**config.mk**
```make
export PLATFORM = sky130hd
export DESIGN_NAME = wsla_dp
export DESIGN_NICKNAME = d
export VERILOG_FILES = /design/src/rtl/core/wsla_pkg.sv /design/src/rtl/core/wsla_dp.sv
export SDC_FILE = /design/constraint.sdc
export NUM_CORES = 2
export LEC_CHECK = 0
export ABC_AREA = 1
export BUFFER_PORTS_ARGS = -buffer_cell sky130_fd_sc_hd__buf_2
export CAP_MARGIN = 20
export CORE_MARGIN = 2
export CORE_UTILIZATION = 30
export DETAILED_ROUTE_END_ITERATION = 6
export SLEW_MARGIN = 10
export SYNTH_ARGS = -nofsm -noshare
export SYNTH_HDL_FRONTEND = slang
export SYNTH_SLANG_ARGS = --single-unit
```
**constraint.sdc**
```tcl
create_clock -name clk -period 8.03 [get_ports clk]
set_clock_uncertainty 0.2 [all_clocks]
set_input_delay 0.4015 -clock clk [delete_from_list [all_inputs] [get_ports clk]]
set_output_delay 0.4015 -clock clk [all_outputs]
set_load 0.1 [all_outputs]
```
**src/rtl/core/wsla_pkg.sv**
```systemverilog
// ----------------------------------------------------------------------------
// wsla_pkg
// Shared widths, constants and controller/datapath command types for the
// moving-window mean / deviation level alarm.
// ----------------------------------------------------------------------------
package wsla_pkg;

  // Window geometry and field widths
  localparam int WIN_LEN    = 20;
  localparam int IDX_W      = $clog2(WIN_LEN);
  localparam int SAMPLE_W   = 16;
  localparam int LEVEL_W    = 16;
  localparam int GAIN_W     = 10;
  localparam int DEV_W      = 20;
  localparam int CFG_DATA_W = 16;
  localparam int CFG_IDX_W  = 1;

  // Accumulator and radicand widths
  localparam int S1_W    = SAMPLE_W + IDX_W;
  localparam int S2_W    = 2 * SAMPLE_W + IDX_W;
  localparam int VAR_W   = S2_W + IDX_W;
  localparam int RAD_W   = VAR_W + 8 + (VAR_W % 2);
  localparam int ROOT_W  = RAD_W / 2;
  localparam int SQRT_STEPS = ROOT_W;
  localparam int CNT_W   = (IDX_W > $clog2(SQRT_STEPS)) ? IDX_W : $clog2(SQRT_STEPS);

  // Reciprocal constants: floor(x / WIN_LEN) = (x * M) >> SH, exact for x < 2^(SH-IDX_W)
  localparam int MEAN_SH = S1_W + IDX_W;
  localparam int DEV_SH  = ROOT_W + IDX_W;
  localparam logic [MEAN_SH-1:0] M_MEAN =
    MEAN_SH'(((64'd1 << MEAN_SH) + 64'(WIN_LEN) - 64'd1) / 64'(WIN_LEN));
  localparam logic [DEV_SH-1:0] M_DEV =
    DEV_SH'(((64'd1 << DEV_SH) + 64'(WIN_LEN) - 64'd1) / 64'(WIN_LEN));

  // Threshold arithmetic
  localparam int GPROD_W = SAMPLE_W + GAIN_W;
  localparam int THR_W   = GPROD_W - 4 + 1;

  // Register reset values
  localparam logic [LEVEL_W-1:0] READY_LEVEL_RST = LEVEL_W'(400);
  localparam logic [GAIN_W-1:0]  HIGH_GAIN_RST   = GAIN_W'(307);

  // Configuration register indexes
  localparam logic [CFG_IDX_W-1:0] CFG_READY_LEVEL = 1'b0;
  localparam logic [CFG_IDX_W-1:0] CFG_HIGH_GAIN   = 1'b1;

  typedef struct packed {
    logic             load;
    logic             check;
    logic             walk;
    logic [CNT_W-1:0] cnt;
    logic             prep1;
    logic             prep2;
    logic             sqrt_step;
    logic             fin1;
    logic             fin2;
  } dp_cmd_t;

  typedef struct packed {
    logic win_ready;
  } dp_sts_t;

endpackage

```
**src/rtl/core/wsla_dp.sv**
```systemverilog
// ----------------------------------------------------------------------------
// wsla_dp
// Datapath: sample ring, sum / sum-of-squares accumulators, variance prep,
// two-bits-per-step square root, reciprocal scaling and the result register.
// ----------------------------------------------------------------------------
module wsla_dp
  import wsla_pkg::*;
(
  input  logic                clk,
  input  logic                rst_n,
  input  dp_cmd_t             cmd,
  output dp_sts_t             sts,
  input  logic [SAMPLE_W-1:0] in_sample,
  input  logic [LEVEL_W-1:0]  ready_level,
  input  logic [GAIN_W-1:0]   high_gain,
  output logic                res_ready,
  output logic                res_alarm,
  output logic [SAMPLE_W-1:0] res_mean,
  output logic [DEV_W-1:0]    res_dev
);

  localparam logic [IDX_W-1:0] SLOT_LAST = IDX_W'(WIN_LEN - 1);

  logic [SAMPLE_W-1:0]        store_r [WIN_LEN];
  logic [IDX_W-1:0]           slot_r;
  logic [SAMPLE_W-1:0]        sample_r;
  logic                       win_ready_r;
  logic                       pv_r;
  logic [SAMPLE_W-1:0]        x_r;
  logic [2*SAMPLE_W-1:0]      sq_r;
  logic [S1_W-1:0]            s1_r;
  logic [S2_W-1:0]            s2_r;
  logic [VAR_W-1:0]           nsq_r, s1sq_r;
  logic [S1_W+MEAN_SH-1:0]    mprod_r;
  logic [SAMPLE_W-1:0]        mean_r;
  logic [RAD_W-1:0]           rem_r, root_r, bit_r;
  logic [ROOT_W+DEV_SH-1:0]   dprod_r;
  logic [GPROD_W-1:0]         gprod_r;
  logic                       res_ready_r, res_alarm_r;
  logic [SAMPLE_W-1:0]        res_mean_r;
  logic [DEV_W-1:0]           res_dev_r;

  logic [SAMPLE_W-1:0]        rd_x;
  logic [VAR_W-1:0]           s1_ext, s2_ext, var_diff;
  logic [S1_W+MEAN_SH-1:0]    s1_mx, m_mean_x;
  logic [RAD_W:0]             trial;
  logic [ROOT_W+DEV_SH-1:0]   root_dx, m_dev_x;
  logic [GPROD_W-1:0]         mean_gx, gain_gx;
  logic [DEV_W-1:0]           dev_val;
  logic [THR_W-1:0]           thr, smp16;

  assign rd_x     = store_r[cmd.cnt[IDX_W-1:0]];
  assign s1_ext   = VAR_W'(s1_r);
  assign s2_ext   = VAR_W'(s2_r);
  assign var_diff = nsq_r - s1sq_r;
  assign s1_mx    = (S1_W+MEAN_SH)'(s1_r);
  assign m_mean_x = (S1_W+MEAN_SH)'(M_MEAN);
  assign trial    = {1'b0, root_r} + {1'b0, bit_r};
  assign root_dx  = (ROOT_W+DEV_SH)'(root_r[ROOT_W-1:0]);
  assign m_dev_x  = (ROOT_W+DEV_SH)'(M_DEV);
  assign mean_gx  = GPROD_W'(mean_r);
  assign gain_gx  = GPROD_W'(high_gain);
  assign dev_val  = dprod_r[DEV_SH +: DEV_W];
  assign thr      = THR_W'(dev_val) + THR_W'(gprod_r[GPROD_W-1:4]);
  assign smp16    = THR_W'({sample_r, 4'b0000});

  assign sts.win_ready = win_ready_r;

  // ring store and write pointer
  always_ff @(posedge clk) begin
    if (!rst_n) begin
      for (int k = 0; k < WIN_LEN; k++) begin
        store_r[k] <= '0;
      end
      slot_r <= '0;
    end else if (cmd.load) begin
      store_r[slot_r] <= in_sample;
      slot_r          <= (slot_r == SLOT_LAST) ? '0 : slot_r + 1'b1;
    end
  end

  always_ff @(posedge clk) begin
    if (!rst_n) begin
      pv_r <= 1'b0;
    end else begin
      pv_r <= cmd.walk;
    end
  end

  always_ff @(posedge clk) begin
    if (cmd.load) begin
      sample_r <= in_sample;
    end
    if (cmd.check) begin
      win_ready_r <= (store_r[WIN_LEN-1] >= ready_level);
      s1_r        <= '0;
      s2_r        <= '0;
    end else if (pv_r) begin
      s1_r <= s1_r + S1_W'(x_r);
      s2_r <= s2_r + S2_W'(sq_r);
    end
    if (cmd.walk) begin
      x_r  <= rd_x;
      sq_r <= rd_x * rd_x;
    end
    if (cmd.prep1) begin
      nsq_r   <= s2_ext * VAR_W'(WIN_LEN);
      s1sq_r  <= s1_ext * s1_ext;
      mprod_r <= s1_mx * m_mean_x;
    end
    if (cmd.prep2) begin
      rem_r  <= RAD_W'({var_diff, 8'h00});
      root_r <= '0;
      bit_r  <= RAD_W'(1) << (RAD_W - 2);
      mean_r <= mprod_r[MEAN_SH +: SAMPLE_W];
    end else if (cmd.sqrt_step) begin
      if ({1'b0, rem_r} >= trial) begin
        rem_r  <= rem_r - trial[RAD_W-1:0];
        root_r <= (root_r >> 1) + bit_r;
      end else begin
        root_r <= root_r >> 1;
      end
      bit_r <= bit_r >> 2;
    end
    if (cmd.fin1) begin
      dprod_r <= root_dx * m_dev_x;
      gprod_r <= mean_gx * gain_gx;
    end
  end

  // result register
  always_ff @(posedge clk) begin
    if (cmd.fin2) begin
      res_ready_r <= win_ready_r;
      if (win_ready_r) begin
        res_alarm_r <= (smp16 > thr);
        res_mean_r  <= mean_r;
        res_dev_r   <= dev_val;
      end else begin
        res_alarm_r <= 1'b0;
        res_mean_r  <= '0;
        res_dev_r   <= '0;
      end
    end
  end

  assign res_ready = res_ready_r;
  assign res_alarm = res_alarm_r;
  assign res_mean  = res_mean_r;
  assign res_dev   = res_dev_r;

endmodule

```
## Yosys cells after proc, flatten, opt, wreduce, memory -nomap -nowiden

Memory sizes are Yosys's and may differ from the RTL's.
Index checks and enable logic that the tools add are counted.
W data, S select, Z words.

| word-level totals | value |
|---|---|
| memories kept | 1 |
| memory bits (writable) | 320 |
| output and inout bits | 39 |
| input bits | 57 |
| word-level logic and storage cells | 58 |
| bits in registers | 504 |

Memories:

| memory | depth | bits a word | rd ports | clocked after memory_dff | wr ports | line | RTL |
|---|---|---|---|---|---|---|---|
| store_r | 20 | 16 | 2 | 0 | 20 | wsla_dp.sv:24 | `logic [SAMPLE_W-1:0] store_r [WIN_LEN];` |

| cells by class | value |
|---|---|
| reduce and logical (&&, ||, !) cells | 5 |
| multipliers | 6 |
| add/sub/neg operators | 8 |
| $lt $le $gt $ge | 3 |
| mux-type cells | 12 |
| eq/ne operators | 1 |

Operators with widths:

| kind | number |
|---|---|
| $mux W50 | 4 |
| $add A50 B49 Y51 | 1 |
| $ge A50 B51 Y1 | 1 |
| $add A49 B49 Y50 | 1 |
| $sub A50 B50 Y50 | 1 |
| $mul A25 B24 Y48 const B | 1 |
| $mul A21 B21 Y42 | 1 |
| $sub A42 B42 Y42 | 1 |
| $mul A21 B20 Y40 const B | 1 |
| $mul A37 B3 Y40 const B | 1 |
| $add A37 B32 Y37 | 1 |
| $mul A16 B16 Y32 | 1 |
| $mul A16 B10 Y26 | 1 |
| $add A20 B22 Y23 | 1 |
| $gt A20 B23 Y1 | 1 |
| $add A21 B16 Y21 | 1 |
| $ge A16 B16 Y1 | 1 |
| $mux W16 | 1 |
| $reduce_or A16 Y1 | 1 |
| $mux W5 | 2 |
| $add A5 B1 Y5 const B | 1 |
| $eq A5 B5 Y1 const B | 1 |
| $mux W1 | 5 |
| $reduce_and A2 Y1 | 2 |
| $reduce_bool A2 Y1 | 2 |

## Depth between registers and ports, before layout

| depth | value |
|---|---|
| word-level depth | 5 |
| mapped depth | 38 |
| gate-level depth less buffers | 35 |

## Worst setup path before layout

Ideal clock, no wire load.

| path | value |
|---|---|
| path type | in2reg |
| start point | input port cmd[7] (netlist bit) |
| end point | register sq_r[26] (data pin) |
| buffers on the path | 4 |
| data required time | 7578 ps |
| data arrival time | 6438 ps |
| path slack | 1140 ps |
| cell stages on the path | 31 |
| setup time | 252 ps |
| cell sequence | buf_2 -> clkbuf_1 -> clkbuf_1 -> o221ai_1 -> nand3_1 -> nand2_1 -> nand2_1 -> nand2_1 -> buf_4 -> nand2_1 -> inv_1 -> fa_1 -> inv_1 -> fa_1 -> inv_1 -> fa_1 -> fa_1 -> fa_1 -> inv_1 -> fa_1 -> inv_1 -> ha_1 -> nand2_1 -> nor2_1 -> nand4_1 -> o21ai_0 -> a21oi_1 -> o21bai_1 -> nand2_1 -> nand3_1 -> nand2_1 |

| between the ends | value |
|---|---|
| cells in the longest elaborated chain, start to end | 2 |

Ends and longest elaborated chain:

| what | line | RTL |
|---|---|---|
| from (decl) | wsla_dp.sv:11 | `input dp_cmd_t cmd,` |
| $mem_v2 Z20 W16 | n/a |  |
| named net rd_x[3] | wsla_dp.sv:43 | `logic [SAMPLE_W-1:0] rd_x;` |
| $mul A16 B16 Y32 | wsla_dp.sv:104 | `sq_r <= rd_x * rd_x;` |
| to (signal assigned) | wsla_dp.sv:104 |  |
| to (decl) | wsla_dp.sv:30 | `logic [2*SAMPLE_W-1:0] sq_r;` |

The timed path passes the listed nets, and every way through them passes these cells.
A chain may end at the register's enable or synchronous reset.

==> out/summary.txt <==
Main flop type after synthesis: edfxtp_1
Initial Util: 30.2%
Vias in the first global route: 81631
Synth area leaders: edfxtp_1 (24%), fa_1 (19%), ha_1 (14%)
FMAX: 131 MHz
R2R Path Start: store_r[19][8]$_SDFFCE_PN0P_
Met2 usage: 30.4%
Synthesized area per cell: 8.36 um2
Status: finished, final reports clean
Routability cong.: 0.956
Placed cells: 16353
Max Cap Viol: 0
RSZ-0062 raised after global routing: false
Num CTS Buffers: 107
M1 GR Usage: 23.9%
CTS HTree Levels: 3
Top-area cell type share of the netlist area: 24.2%
Met3 Use GR: 2.35%
Fraction of layout cells with a size suffix above 1: 4.04%
Worst skew pair latency: 0.81 ns
R2R depth: 28
FP Rows: 212
Critical path endpoint: sq_r[26]$_DFFE_PP_
Clock slew at reported path FFs: 0.07 ns
Startpoint types: register
Actual slew at the worst max-slew pin: 1.21 ns
WHS: 0.0451 ns
Slew Viols, Final: 0
Die Wd: 583 um
Register area share after synthesis: 27.1%
First-pass GRT wire length: 479000 um
Synth-to-layout area growth: 10.2%
Fin. Hold Viols: 0
Slew margin rel.: 18.3%
Critical path class: reg2reg
Synthesis Warnings: 0
1st-iter DRT viols: 6962
PortBufs: 95
Post-synth EDFFs: 810
Worst Setup SP: store_r[19][8]$_SDFFCE_PN0P_
Fin cells: 16580
Syn nets: 14136
Critical path capture point type: register
Total Wirelength: 312000 um
CP peak stage delay: 0.54 ns
Reg-to-Reg End: sq_r[26]$_DFFE_PP_
Largest net degree at the start of global routing: 73
I/O Pins: 96
Final Cycle Share: 94.8%
WL per Instance: 18.8 um
# setup viols final: 0
Synthesized flop and latch total: 957
Total Nets Final: 14213
Clock sinks: 957
Clk buf depth: 3
Final HPWL DP: 249000 um
# fillers: 34771
R2R Setup Slk: 0.41 ns
Pre-Repair DR Iteration Count: 6
Routed vias: 81022
Post-CTS setup repair buffer count: 0
Setup ws final: 0.414 ns
Final min period: 7.62 ns
CP required: 8.36 ns
Post-route antenna net violation count: 0
Die Area: 340000 um2
DRC Markers: 0
Cell variety after synth: 59
Chip height: 583 um
GRT busiest layer: met2
Post-Synthesis Cell Area: 101000 um2
Slowest cell on the critical path: fa_1
Post-synthesis cell count: 12021
Worst endpoint data arrival time: 7.94 ns
Initial antenna violation count: 22
GRT Overall Usage: 18.2%
Root buf cell: clkbuf_16
Most common cell on crit path: fa_1
Async set-reset flop share out of synthesis: 0%
Most common cell in the synthesized netlist: inv_1
Core area: 333000 um2
Max Fanout on Critical Path: 9
Synth area leader: edfxtp_1
Min-delay worst type: in2reg
Remaining global-route overflow: 0
CTS tree: yes
Vias per cell: 4.89
Commonest cells post-synth: inv_1 (2427), nand2_1 (1993), nor2_1 (1446), ha_1 (1085), fa_1 (973)
Worst slack, placed: -0.0109 ns
[kinds of logic after synthesis]
| group | synth area share, % |
|---|---|
| fa+ha+maj | 32.9 |
| buf+inv | 10.5 |
| compound gates | 10.3 |
| simple gates | 16.4 |
| flops | 27.1 |
| xor+xnor | 2.94 |
[routing by layer]
layer / up-vias / share of wire [%]
li1: 38678 / -
met1: 39297 / 43
met2: 2531 / 47
met3: 508 / 6.2
met4: 8 / 4.0
met5: - / 0.019
[flip-flops by register name, indices dropped and copies added (netlist names), 21 cells and up]
name and cells:
bit_r 25, gprod_r 22, rem_r 50, s1sq_r 41, sq_r 30, s1_r 21
nsq_r 40, store_r 512, root_r 50, s2_r 37
[layout by cell type (no fill, tap or decap), drive strengths merged, types with 9 or more instances in the layout]
cell type,Yosys,routed
a211oi,15,15
a21boi,23,23
a21o,69,69
a21oi,562,562
a221oi,9,9
a31oi,55,55
and3,10,10
buf,112,268
bufinv,0,16
clkbuf,210,118
clkinv,3,55
clkinvlp,0,9
dfxtp,147,147
dlygate4sd3,0,22
edfxtp,810,810
fa,973,973
ha,1085,1085
inv,2432,2437
nand2,1995,1995
nand3,418,418
nand3b,12,12
nand4,89,89
nor2,1451,1451
nor3,83,83
nor4,23,23
o211ai,18,18
o21a,31,31
o21ai,818,818
o21bai,61,61
o221ai,110,110
o22ai,29,29
xnor2,122,122
xor2,216,216
[critical path, delay by kind of cell, from the launching register on]
kind	cells	cell delay, ns
adder cells (fa/ha/maj)	7	3.33
AO/OA/AOI/OAI	7	1.90
buffers and inverters	6	0.63
flip-flops	1	0.40
AND/OR/NAND/NOR	8	0.85
[area by class of cell]
type | count | area [um2] | area share (%)
Sequential cell | 957 | 27300 | 24.6
Timing Repair Buffer | 290 | 2280 | 2.06
Multi-Input combinational cell | 8307 | 62800 | 56.7
Antenna cell | 4 | 10.0 | 0.00904
Tap cell | 4387 | 5490 | 4.96
Clock inverter | 82 | 1050 | 0.949
Clock buffer | 118 | 2730 | 2.46
Inverter | 2435 | 9150 | 8.26
[metrics by stage]
step / area (um2) / util [%] / setup TNS (ns)
6_report: 111000 / 33.2 / 0
4_1_cts: 111000 / 33.2 / 0
3_5_place_dp: 107000 / 32.0 / -0.0109
2_1_floorplan: 101000 / - / 0
5_1_grt: 111000 / 33.2 / 0
3_3_place_gp: 107000 / 32.0 / 0
[worst min-delay path by stage]
stage,start,cells after the start,to,slack (ns)
6_report,cmd[11],2,sts$_DFFE_PP_,0.05
5_1_grt,cmd[11],2,sts$_DFFE_PP_,0.06
4_1_cts,cmd[11],2,sts$_DFFE_PP_,0.007
3_5_place_dp,mprod_r[29]$_DFFE_PP_,0,mean_r[3]$_DFFE_PP_,0.20
3_3_place_gp,mprod_r[34]$_DFFE_PP_,0,mean_r[8]$_DFFE_PP_,0.20
2_1_floorplan,mprod_r[26]$_DFFE_PP_,0,mean_r[0]$_DFFE_PP_,0.20
[what timing repair did]
| action | CTS | global route |
|---|---|---|
| hold buffers | 22 | 0 |
| endpoints found under the setup margin | 0 | 1 |
| endpoints found under the hold margin | 255 | 0 |
| resized for setup | 0 | 1 |
Power is left out: the tool's default activity adds up to more than one toggle a clock period on the data nets, which glitch-free logic cannot reach.
