$ cat src/rtl/core/wsla_pkg.sv
// ----------------------------------------------------------------------------
// wsla_pkg
// Shared widths, constants and controller/datapath command types for the
// moving-window mean / deviation level alarm.
// ----------------------------------------------------------------------------
package wsla_pkg;

  // Window geometry and field widths
  localparam int WIN_LEN    = 20;
  localparam int IDX_W      = $clog2(WIN_LEN);
  localparam int SAMPLE_W   = 16;
  localparam int LEVEL_W    = 16;
  localparam int GAIN_W     = 10;
  localparam int DEV_W      = 20;
  localparam int CFG_DATA_W = 16;
  localparam int CFG_IDX_W  = 1;

  // Accumulator and radicand widths
  localparam int S1_W    = SAMPLE_W + IDX_W;
  localparam int S2_W    = 2 * SAMPLE_W + IDX_W;
  localparam int VAR_W   = S2_W + IDX_W;
  localparam int RAD_W   = VAR_W + 8 + (VAR_W % 2);
  localparam int ROOT_W  = RAD_W / 2;
  localparam int SQRT_STEPS = ROOT_W;
  localparam int CNT_W   = (IDX_W > $clog2(SQRT_STEPS)) ? IDX_W : $clog2(SQRT_STEPS);

  // Reciprocal constants: floor(x / WIN_LEN) = (x * M) >> SH, exact for x < 2^(SH-IDX_W)
  localparam int MEAN_SH = S1_W + IDX_W;
  localparam int DEV_SH  = ROOT_W + IDX_W;
  localparam logic [MEAN_SH-1:0] M_MEAN =
    MEAN_SH'(((64'd1 << MEAN_SH) + 64'(WIN_LEN) - 64'd1) / 64'(WIN_LEN));
  localparam logic [DEV_SH-1:0] M_DEV =
    DEV_SH'(((64'd1 << DEV_SH) + 64'(WIN_LEN) - 64'd1) / 64'(WIN_LEN));

  // Threshold arithmetic
  localparam int GPROD_W = SAMPLE_W + GAIN_W;
  localparam int THR_W   = GPROD_W - 4 + 1;

  // Register reset values
  localparam logic [LEVEL_W-1:0] READY_LEVEL_RST = LEVEL_W'(400);
  localparam logic [GAIN_W-1:0]  HIGH_GAIN_RST   = GAIN_W'(307);

  // Configuration register indexes
  localparam logic [CFG_IDX_W-1:0] CFG_READY_LEVEL = 1'b0;
  localparam logic [CFG_IDX_W-1:0] CFG_HIGH_GAIN   = 1'b1;

  typedef struct packed {
    logic             load;
    logic             check;
    logic             walk;
    logic [CNT_W-1:0] cnt;
    logic             prep1;
    logic             prep2;
    logic             sqrt_step;
    logic             fin1;
    logic             fin2;
  } dp_cmd_t;

  typedef struct packed {
    logic win_ready;
  } dp_sts_t;

endpackage

$ cat src/rtl/core/wsla_ctrl.sv
// ----------------------------------------------------------------------------
// wsla_ctrl
// Sequencer: accepts one sample, steps the datapath through write, window
// walk and, for an armed window, variance prep, square root and final
// scaling, then hands the result to the output register.
// ----------------------------------------------------------------------------
module wsla_ctrl
  import wsla_pkg::*;
(
  input  logic    clk,
  input  logic    rst_n,
  input  logic    in_valid,
  output logic    in_ready,
  output logic    out_valid,
  input  logic    out_ready,
  input  dp_sts_t sts,
  output dp_cmd_t cmd
);

  localparam logic [3:0] ST_IDLE  = 4'd0;
  localparam logic [3:0] ST_CHECK = 4'd1;
  localparam logic [3:0] ST_WALK  = 4'd2;
  localparam logic [3:0] ST_DRAIN = 4'd3;
  localparam logic [3:0] ST_PREP1 = 4'd4;
  localparam logic [3:0] ST_PREP2 = 4'd5;
  localparam logic [3:0] ST_SQRT  = 4'd6;
  localparam logic [3:0] ST_FIN1  = 4'd7;
  localparam logic [3:0] ST_FIN2  = 4'd8;

  localparam logic [CNT_W-1:0] WALK_LAST = CNT_W'(WIN_LEN - 1);
  localparam logic [CNT_W-1:0] SQRT_LAST = CNT_W'(SQRT_STEPS - 1);

  logic [3:0]       state_r, state_nxt;
  logic [CNT_W-1:0] cnt_r, cnt_nxt;
  logic             out_valid_r, out_valid_nxt;
  logic             fin_fire;

  assign in_ready  = (state_r == ST_IDLE);
  assign out_valid = out_valid_r;
  assign fin_fire  = (state_r == ST_FIN2) && (!out_valid_r || out_ready);

  always_comb begin
    state_nxt = state_r;
    cnt_nxt   = cnt_r;
    case (state_r)
      ST_IDLE: begin
        if (in_valid) begin
          state_nxt = ST_CHECK;
        end
      end
      ST_CHECK: begin
        state_nxt = ST_WALK;
        cnt_nxt   = '0;
      end
      ST_WALK: begin
        // drop straight to the result when the window is not armed
        if (cnt_r == '0 && !sts.win_ready) begin
          state_nxt = ST_FIN2;
        end else if (cnt_r == WALK_LAST) begin
          state_nxt = ST_DRAIN;
        end else begin
          cnt_nxt = cnt_r + 1'b1;
        end
      end
      ST_DRAIN: state_nxt = ST_PREP1;
      ST_PREP1: state_nxt = ST_PREP2;
      ST_PREP2: begin
        state_nxt = ST_SQRT;
        cnt_nxt   = '0;
      end
      ST_SQRT: begin
        if (cnt_r == SQRT_LAST) begin
          state_nxt = ST_FIN1;
        end else begin
          cnt_nxt = cnt_r + 1'b1;
        end
      end
      ST_FIN1: state_nxt = ST_FIN2;
      ST_FIN2: begin
        if (fin_fire) begin
          state_nxt = ST_IDLE;
        end
      end
      default: state_nxt = ST_IDLE;
    endcase
  end

  always_comb begin
    out_valid_nxt = out_valid_r;
    if (out_valid_r && out_ready) begin
      out_valid_nxt = 1'b0;
    end
    if (fin_fire) begin
      out_valid_nxt = 1'b1;
    end
  end

  always_comb begin
    cmd           = '0;
    cmd.cnt       = cnt_r;
    cmd.load      = (state_r == ST_IDLE) && in_valid;
    cmd.check     = (state_r == ST_CHECK);
    cmd.walk      = (state_r == ST_WALK);
    cmd.prep1     = (state_r == ST_PREP1);
    cmd.prep2     = (state_r == ST_PREP2);
    cmd.sqrt_step = (state_r == ST_SQRT);
    cmd.fin1      = (state_r == ST_FIN1);
    cmd.fin2      = fin_fire;
  end

  always_ff @(posedge clk) begin
    if (!rst_n) begin
      state_r     <= ST_IDLE;
      cnt_r       <= '0;
      out_valid_r <= 1'b0;
    end else begin
      state_r     <= state_nxt;
      cnt_r       <= cnt_nxt;
      out_valid_r <= out_valid_nxt;
    end
  end

endmodule

$ cat config.mk
export PLATFORM = sky130hd
export DESIGN_NAME = wsla_ctrl
export DESIGN_NICKNAME = d
export VERILOG_FILES = /design/src/rtl/core/wsla_pkg.sv /design/src/rtl/core/wsla_ctrl.sv
export SDC_FILE = /design/constraint.sdc
export NUM_CORES = 1
export LEC_CHECK = 0
export BUFFER_PORTS_ARGS = -buffer_cell sky130_fd_sc_hd__buf_2
export CORE_UTILIZATION = 40
export CTS_CLUSTER_DIAMETER = 100
export CTS_CLUSTER_SIZE = 28
export DETAILED_ROUTE_END_ITERATION = 7
export PLACE_DENSITY = 0.65
export SETUP_SLACK_MARGIN = 0.05
export SLEW_MARGIN = 10
export SYNTH_ARGS = -nofsm -noshare
export SYNTH_HDL_FRONTEND = slang
export SYNTH_SLANG_ARGS = --single-unit
$ cat constraint.sdc
create_clock -name clk -period 2.2 [get_ports clk]
set_input_delay 0.33 -clock clk [delete_from_list [all_inputs] [get_ports clk]]
set_output_delay 0.33 -clock clk [all_outputs]
set_load 0.05 [all_outputs]
# ---- After elaboration in Yosys (flattened, before gate mapping)
# Index checks and enable logic that the tools add are counted.
dict set report classes {
  n_addsub 1
  multipliers 0
  n_div 0
  n_lt_le_gt_ge 0
  n_eq_ne 17
  shifts 0
  n_mux 12
  bitwise 0
  n_reduce_logical 14
}
# operator count
set op_table {}
lappend op_table {{4-bit one-hot mux with 9 select lines} 1}
lappend op_table {{4-bit 2-to-1 mux} 5}
lappend op_table {{4-bit by 3-bit equality test with 1-bit output (second input constant)} 4}
lappend op_table {{5-bit 2-to-1 mux} 3}
lappend op_table {{5-bit one-hot mux with 3 select lines} 1}
lappend op_table {{5-bit equality test (second input constant)} 2}
lappend op_table {{2-bit != test (second input constant)} 5}
lappend op_table {{4-bit by 2-bit equality test with 1-bit output (second input constant)} 2}
lappend op_table {{4-bit AND reduction} 2}
lappend op_table {{5-bit by 1-bit adder with 5-bit output (second input constant)} 1}
lappend op_table {{5-bit zero test} 1}
lappend op_table {{4-bit by 1-bit equality test with 1-bit output (second input constant)} 1}
lappend op_table {{4-bit equality test (second input constant)} 1}
lappend op_table {{1-bit logical AND} 4}
lappend op_table {{4-bit zero test} 1}
lappend op_table {{3-bit by 1-bit != test with 1-bit output (second input constant)} 1}
lappend op_table {{3-bit nonzero test} 1}
lappend op_table {{1-bit zero test} 2}
lappend op_table {{1-bit 2-to-1 mux} 2}
lappend op_table {{2-bit by 1-bit != test with 1-bit output (second input constant)} 1}
lappend op_table {{2-bit nonzero test} 1}
lappend op_table {{2-bit OR reduction} 1}
lappend op_table {{1-bit logical OR} 1}
dict set report word_totals {
  ff_bits 10
  latch_bits 0
  ramBits 0
  romBits 0
  in_bits 5
  output_inout_bits 15
  mem_count 0
}

# ---- Longest topological paths before layout
# Gate-level depths: netlist of the first run.
dict set report depth {
  ltp_word 5
  ltp_mapped 6
  depth_no_buf 6
}

# ---- Worst setup path after synthesis of the first run
# OpenSTA, ideal clock, no wires.
dict set report synth_timing {
  path_kind {flip-flop to output port}
  startpoint {reg state_r[0]}
  endpoint {out cmd[12] (netlist name)}
  arrival_time_ns 2.682
  t_required_ns 1.870
  setup_slack_ns -0.812
  path_stages_with_launch 4
  path_buffers 1
  cell_sequence {dfxtp_1 -> buf_2 -> nor4_1 -> and2_1}
}
# item line_no
set synth_lines {}
lappend synth_lines {{start: declaration} wsla_ctrl.sv:33} ;# logic [3:0] state_r, state_nxt;
lappend synth_lines {{start signal: assignment} wsla_ctrl.sv:117} ;# state_r <= state_nxt;
lappend synth_lines {{end: declaration} wsla_ctrl.sv:17} ;# output dp_cmd_t cmd

==> out/qor.log, run 1 <==
[power] proportion of power drawn by flip-flops and latches 41.3%
[drt] number of antenna-violating nets in the routed design 0
[power] Gate power share 34.1%
[floorplan] top-level port count 20
[logic_synthesis] Async SR Flop Fraction 0%
[finish] synth-to-layout area growth 20.1%
[drt] number of DRC violations after detailed routing 0
[hold_path] Hold Path Depth 2
[clock_tree] H-tree depth 1
[floorplan] width of the chip 41.9 µm
[global_route] peak-usage layer in the global routing report met1
[power] IR Drop Worst-Case VDD 0.327 mV
[setup_path] peak per-stage delay on the critical path 0.55 ns
[place] routability-driven placement congestion ratio 0.752
[drt] WL/cell 12.1 µm
[floorplan] initial standard-cell utilization of the core 42.7%
[place] number of buffers inserted by port buffering 19
[clock_tree] number of buffers inserted during clock tree synthesis 3
[global_route] largest net degree at the start of global routing 11
[floorplan] core region area 0.00149 mm²
[global_route] initial antenna violation count 0
[global_route] global-route track usage on met2 20.9%
[power] cell area power density 687 mW/mm²
[sta] final worst setup slack 0.148 ns
[finish] Finished Core Util 51.3%
[finish] antenna cells 0
[drt] routed wire length 1.30 mm
[drt] number of iterations in the first detailed-routing pass 4
[sta] number of pins with negative max-slew slack in the final report 0
[sta] number of hold-slack violations in the final timing report 0
[floorplan] Die Footprint 0.00175 mm²
[floorplan] standard-cell rows 14
[global_route] met3 capacity usage during global routing 3.91%
[power] clock share of power 24.6%
[logic_synthesis] Syn Nets 81
[clock_tree] post-CTS clock slew at the launch and capture registers of the worst setup and hold paths 0.06 ns
[global_route] GR Util met1 24.7%
[place] detailed placement HPWL 952 µm
[clock_tree] Clock Latency Late Sink 0.27 ns
[run_status] run status finished clean
[sta] total of endpoints with negative setup slack in the final report 0
[clock_tree] post-CTS sizing 0
[floorplan] Vert. Die Dim 41.9 µm
[place] placed instance area 734 µm²
[finish] post-route design area 763 µm²
[logic_synthesis] share of synthesized area occupied by flip-flops and latches 31.5%
[global_route] aggregate global-route resource usage 17.0%
[sta] RSZ-0062 raised after global routing no
[global_route] wire length of the first global-routing pass 2.19 mm
[clock_tree] Bufs on Longest Clock Path 2
[setup_path] WP data required 1.87 ns
[place] Worst Setup Slack post-DPL 0.426 ns
[logic_synthesis] number of library cell types mapped by synthesis 34
[clock_tree] number of buffers added to fix hold violations after cts 0
[setup_path] cell at the slowest stage of the critical path sky130_fd_sc_hd__or3b_2
[setup_path] reg2reg path depth 6
[sta] Max Freq 487 MHz
[global_route] GRT overflow 0
[logic_synthesis] instance count of the mapped netlist 74
[sta] transition at the pin with the smallest max-transition slack 0.475 ns
[power] total design power 524 µW
[power] Leakage Power 0.000325 µW
[logic_synthesis] count of yosys warnings during synthesis 0
[setup_path] WS Path Type reg -> out
[clock_tree] number of buffers inserted by post-CTS setup repair 0
[power] cell internal power dissipation 314 µW
[sta] slew margin rel. 68.0%
[finish] share of final-layout standard cells stronger than drive strength 1 37.4%
[clock_tree] clock tree root driver cell sky130_fd_sc_hd__clkbuf_4
[sta] shortest clock period the worst path allows after layout 2.05 ns
[logic_synthesis] number of flops mapped to enable cells by yosys 0
[setup_path] arrival time at the worst endpoint 1.72 ns
[hold_path] Worst Hold Class in -> reg
[setup_path] crit path cell chain or3b_2, nor2_1, buf_2
[drt] Iter 0 DRT Violations 15
[setup_path] critical path endpoint category output pin
[drt] via total after detailed routing 566
[sta] setup skew after layout 0.00428 ns
[setup_path] Critical Path Source Type flip-flop
[power] net switching component of the power 211 µW
[global_route] vias in the first global route 480
[logic_synthesis] number of register bits inferred by synthesis 10
[clock_tree] Clock Sink Count 10
[finish] Layout Nets 100
[clock_tree] CTS tree yes
[logic_synthesis] Mapped Avg Cell Area 8.59 µm²
[setup_path] peak fanout along the critical path 10
[run] number of maximum-capacitance violations 0
[power] switching share of total power 40.2%
[drt] average vias per placed instance 5.29
[logic_synthesis] Post-Syn Area 636 µm²
[logic_synthesis] primary flip-flop cell chosen by synthesis mapping sky130_fd_sc_hd__dfxtp_1
[sta] Period Utilization, post-route 93.3%
## synthesized netlist by cell type (2+ instances only)
| master | count | area, µm² |
|---|---|---|
| sky130_fd_sc_hd__inv_1 | 4 | 15.0 |
| sky130_fd_sc_hd__nor2_1 | 5 | 18.8 |
| sky130_fd_sc_hd__or2_2 | 2 | 12.5 |
| sky130_fd_sc_hd__and2_1 | 2 | 12.5 |
| sky130_fd_sc_hd__nor4_1 | 3 | 18.8 |
| sky130_fd_sc_hd__nand2_1 | 8 | 30.0 |
| sky130_fd_sc_hd__nand3_1 | 2 | 10.0 |
| sky130_fd_sc_hd__nand4_1 | 3 | 18.8 |
| sky130_fd_sc_hd__buf_4 | 2 | 15.0 |
| sky130_fd_sc_hd__nor3_1 | 2 | 10.0 |
| sky130_fd_sc_hd__nor2b_1 | 2 | 12.5 |
| sky130_fd_sc_hd__mux2i_1 | 2 | 20.0 |
| sky130_fd_sc_hd__a21boi_0 | 2 | 15.0 |
| sky130_fd_sc_hd__nor4b_1 | 2 | 17.5 |
| sky130_fd_sc_hd__ha_1 | 2 | 25.0 |
| sky130_fd_sc_hd__o21ai_0 | 4 | 20.0 |
| sky130_fd_sc_hd__dfxtp_1 | 10 | 200 |
## path summary, 6_finish.rpt
| check | from | to | slack (ns) |
|---|---|---|---|
| hold / removal | rst_n | out_valid$_SDFFE_PN0P_ | 0.36 |
| setup reg to reg | cnt_r[0]$_SDFFE_PN0P_ | state_r[1]$_SDFFE_PN0P_ | 0.45 |
| hold reg to reg | cnt_r[1]$_SDFFE_PN0P_ | cnt_r[1]$_SDFFE_PN0P_ | 0.52 |
| setup / recovery | state_r[0]$_SDFFE_PN0P_ | cmd[3] | 0.15 |
## kinds of logic (layout without fill, tap and decap cells)
logic type | count (synthesis) | after routing | synth area share [%]
xor+xnor | 1 | 1 | 1.38
mux | 2 | 2 | 3.15
simple gates | 39 | 39 | 37.2
buf+inv | 9 | 26 | 7.87
fa+ha+maj | 2 | 2 | 3.94
compound gates | 11 | 11 | 15.0
flops | 10 | 10 | 31.5
## cell type report
cell class                      count  area, µm²
Inverter                            4       15.0
Clock buffer                        3       22.5
Multi-Input combinational cell     55        410
Fill cell                         144        726
Sequential cell                    10        200
Timing Repair Buffer               19       95.1
Tap cell                           16       20.0
## registers in the layout, indices dropped and copies added, names as in the netlist
| register | cells |
|---|---|
| out_valid | 1 |
| state_r | 4 |
| cnt_r | 5 |
## layer usage
layer	share of wire [%]	wire (µm)
met5	0	0
met4	3.4	44
met3	4.4	57
met2	41	530
met1	51	666
## stage by stage
stage	TNS, ns	instances	hold slack [ns]
6_report	0	107	0.355
5_1_grt	0	107	0.363
4_1_cts	0	107	0.353
3_5_place_dp	0	104	0.508
3_3_place_gp	0	104	0.490
2_1_floorplan	-0.153	74	0.448
## cells in the final DEF, fill, tap and decap left out, drive strengths merged
master,instances
a2111oi,1
a211o,1
a21boi,2
a221oi,1
and2,3
and4b,1
buf,19
clkbuf,3
dfxtp,10
ha,2
inv,4
mux2i,2
nand2,8
nand3,2
nand4,3
nor2,6
nor2b,2
nor3,2
nor3b,2
nor4,3
nor4b,2
o211ai,1
o21a,1
o21ai,4
or2,2
or3b,2
or4b,1
xnor2,1
## critical path, delay by kind of cell, from the launching register on
family / cells / cell delay [ns]
AND/OR/NAND/NOR: 2 / 0.65
buffers and inverters: 1 / 0.26
flip-flops: 1 / 0.54
## power by group through the flow
stage,sequential (µW),combinational [µW],clock (µW)
6_report,216,179,129
5_1_grt,218,192,142
4_1_cts,216,179,135
3_5_place_dp,220,179,0
3_3_place_gp,219,180,0
2_1_floorplan,204,166,0
Note: power is estimated with default switching activity, not from simulation.
==> run 2: changes to the inputs <==
--- a/config.mk
+++ b/config.mk
@@ -6,11 +6,11 @@
 export NUM_CORES = 1
 export LEC_CHECK = 0
 export BUFFER_PORTS_ARGS = -buffer_cell sky130_fd_sc_hd__buf_2
-export CORE_UTILIZATION = 40
+export CORE_UTILIZATION = 45
 export CTS_CLUSTER_DIAMETER = 100
 export CTS_CLUSTER_SIZE = 28
 export DETAILED_ROUTE_END_ITERATION = 7
-export PLACE_DENSITY = 0.65
+export PLACE_DENSITY = 0.72
 export SETUP_SLACK_MARGIN = 0.05
 export SLEW_MARGIN = 10
 export SYNTH_ARGS = -nofsm -noshare
==> out/qor.log, run 2 (synthesized netlist as in run 1, its figures left out) <==
[finish] antenna cells 0 [unchanged]
[floorplan] core region area 0.00130 mm² [-13%]
[global_route] GRT overflow 0 [unchanged]
[finish] largest reg by FF count cnt_r
[floorplan] initial standard-cell utilization of the core 48.8% [+6.2 points]
[clock_tree] Clock Latency Late Sink 0.27 ns [about the same]
[clock_tree] post-CTS clock slew at the launch and capture registers of the worst setup and hold paths 0.06 ns [about the same]
[sta] number of pins with negative max-slew slack in the final report 0 [unchanged]
[finish] Layout Nets 100 [unchanged]
[finish] most common library cell in the layout ignoring fill and taps sky130_fd_sc_hd__buf_2
[drt] Iter 0 DRT Violations 8 [-7]
[drt] via total after detailed routing 599 [+5.8%]
[clock_tree] number of buffers inserted by post-CTS setup repair 0 [unchanged]
[drt] WL/cell 12.1 µm [-0.23%]
[clock_tree] Bufs on Longest Clock Path 2 [unchanged]
[drt] number of iterations in the first detailed-routing pass 4 [unchanged]
[global_route] wire length of the first global-routing pass 2.01 mm [-8.2%]
[power] cell area power density 724 mW/mm² [+5.4%]
[clock_tree] number of buffers inserted during clock tree synthesis 3 [unchanged]
[place] placed instance area 733 µm² [-0.17%]
[clock_tree] CTS tree yes
[global_route] aggregate global-route resource usage 19.6% [+2.5 points]
[finish] final instance count without filler cells 107 [unchanged]
[clock_tree] Clock Sink Count 10 [unchanged]
[drt] number of antenna-violating nets in the routed design 0 [unchanged]
[power] IR Drop Worst-Case VDD 0.545 mV [+67%]
[sta] final worst setup slack 0.148 ns [-0.000165 ns]
[floorplan] width of the chip 39.6 µm [-5.4%]
[floorplan] top-level port count 20 [unchanged]
[sta] shortest clock period the worst path allows after layout 2.05 ns [+0.000165 ns]
[hold_path] Worst Hold Class in -> reg
[power] Leakage Power 0.000332 µW [+2.2%]
[finish] area of the multi-input gates 410 µm² [unchanged]
[finish] filler cell count 133 [-7.6%]
[setup_path] reg2reg path depth 6 [unchanged]
[place] Worst Setup Slack post-DPL 0.441 ns [+0.0147 ns]
[place] placed cells 103 [-0.96%]
[place] detailed placement HPWL 989 µm [+3.9%]
[finish] share of final-layout standard cells stronger than drive strength 1 38.0% [+0.68 points]
[floorplan] Die Footprint 0.00157 mm² [-11%]
[sta] total of endpoints with negative setup slack in the final report 0 [unchanged]
[finish] synth-to-layout area growth 22.0%
[finish] commonest cells after routing, fill and taps aside sky130_fd_sc_hd__buf_2 (19), sky130_fd_sc_hd__dfxtp_1 (10), sky130_fd_sc_hd__nand2_1 (8)
[sta] Max Freq 487 MHz [about the same]
[global_route] largest net degree at the start of global routing 11 [unchanged]
[run_status] run status finished clean
[setup_path] WP data required 1.87 ns [about the same]
[drt] routed wire length 1.30 mm [-0.23%]
[setup_path] arrival time at the worst endpoint 1.72 ns [about the same]
[setup_path] Critical Path Source Type flip-flop
[floorplan] standard-cell rows 13 [-1]
[hold_path] Hold Path Depth 2 [unchanged]
[setup_path] critical path endpoint category output pin
[global_route] vias in the first global route 485 [+1.0%]
[sta] number of hold-slack violations in the final timing report 0 [unchanged]
[place] routability-driven placement congestion ratio 0.786 [+4.4%]
[global_route] initial antenna violation count 0 [unchanged]
[drt] number of DRC violations after detailed routing 0 [unchanged]
[finish] sequential cell area 200 µm² [unchanged]
[clock_tree] H-tree depth 1 [unchanged]
[sta] transition at the pin with the smallest max-transition slack 0.417 ns [-0.0584 ns]
[sta] setup skew after layout 0.00559 ns [+0.00131 ns]
[sta] slew margin rel. 72.0% [+3.9 points]
[finish] post-route design area 776 µm² [+1.6%]
[place] number of buffers inserted by port buffering 19 [unchanged]
[floorplan] Vert. Die Dim 39.6 µm [-5.4%]
[finish] flip-flop count of the largest register after layout 5 [unchanged]
[drt] average vias per placed instance 5.60 [+5.8%]
[setup_path] WS Path Type reg -> out
[run] number of maximum-capacitance violations 0 [unchanged]
[clock_tree] clock tree root driver cell sky130_fd_sc_hd__clkbuf_4
[sta] RSZ-0062 raised after global routing no
[setup_path] peak fanout along the critical path 10 [unchanged]
[sta] Period Utilization, post-route 93.3% [about the same]
## run 2: changes by cell type in the layout (fill, tap and decap cells not counted)
cell                       delta
sky130_fd_sc_hd__clkbuf_8     +1
## run 2: routing by layer
| layer | track usage, % | share of wire, % | vias to the layer above |
|---|---|---|---|
| met1 | 23.6 | 46 | 266 |
| met2 | 30.7 | 46 | 23 |
| met5 | 0 | 0 | - |
| met3 | 8.52 | 6.3 | 6 |
| met4 | 6.03 | 1.5 | 0 |
| li1 | - | - | 304 |
## run 2: area by class of cell
type | count | share of cell area [%]
clock buffer | 4 | 4.68
sequential | 10 | 25.8
multi-input combinational | 55 | 52.9
tap | 15 | 2.42
timing repair buffer | 19 | 12.3
inverter | 4 | 1.94
## run 2: critical path: stages, from the launching register on
cell and delay [ns]:
sky130_fd_sc_hd__dfxtp_1 0.55, sky130_fd_sc_hd__or3b_2 0.55, sky130_fd_sc_hd__nor2_1 0.10, sky130_fd_sc_hd__buf_2 0.26
## run 2: final timing paths
kind / slack (ns) / end / startpoint
min reg2reg: 0.51 / cnt_r[0]$_SDFFE_PN0P_ / cnt_r[0]$_SDFFE_PN0P_
max: 0.15 / cmd[3] / state_r[0]$_SDFFE_PN0P_
max reg2reg: 0.45 / state_r[0]$_SDFFE_PN0P_ / cnt_r[0]$_SDFFE_PN0P_
min: 0.35 / out_valid$_SDFFE_PN0P_ / rst_n
## run 2: per-stage QoR
| stage | hold WS [ns] | TNS, ns | power (µW) | util, % |
|---|---|---|---|---|
| after detailed placement | 0.506 | 0 | 400 | 56.3 |
| after global routing | 0.346 | 0 | 592 | 59.6 |
| final | 0.354 | 0 | 562 | 59.6 |
| after global placement | 0.488 | 0 | 397 | 56.3 |
| after floorplan | 0.448 | -0.153 | 369 | - |
| after CTS | 0.347 | 0 | 567 | 59.1 |
## run 2: timing repair
action | in CTS | in global routing
hold buffers | 0 | 0
gates resized for setup | 0 | 1
setup endpoints to repair | 0 | 1
## run 2: power breakdown
| part | internal (µW) | switching, µW | total, µW |
|---|---|---|---|
| Combinational | 59.7 | 120 | 180 |
| Clock | 100 | 64.3 | 165 |
| Sequential | 191 | 26.3 | 217 |
| Total | 351 | 211 | 562 |
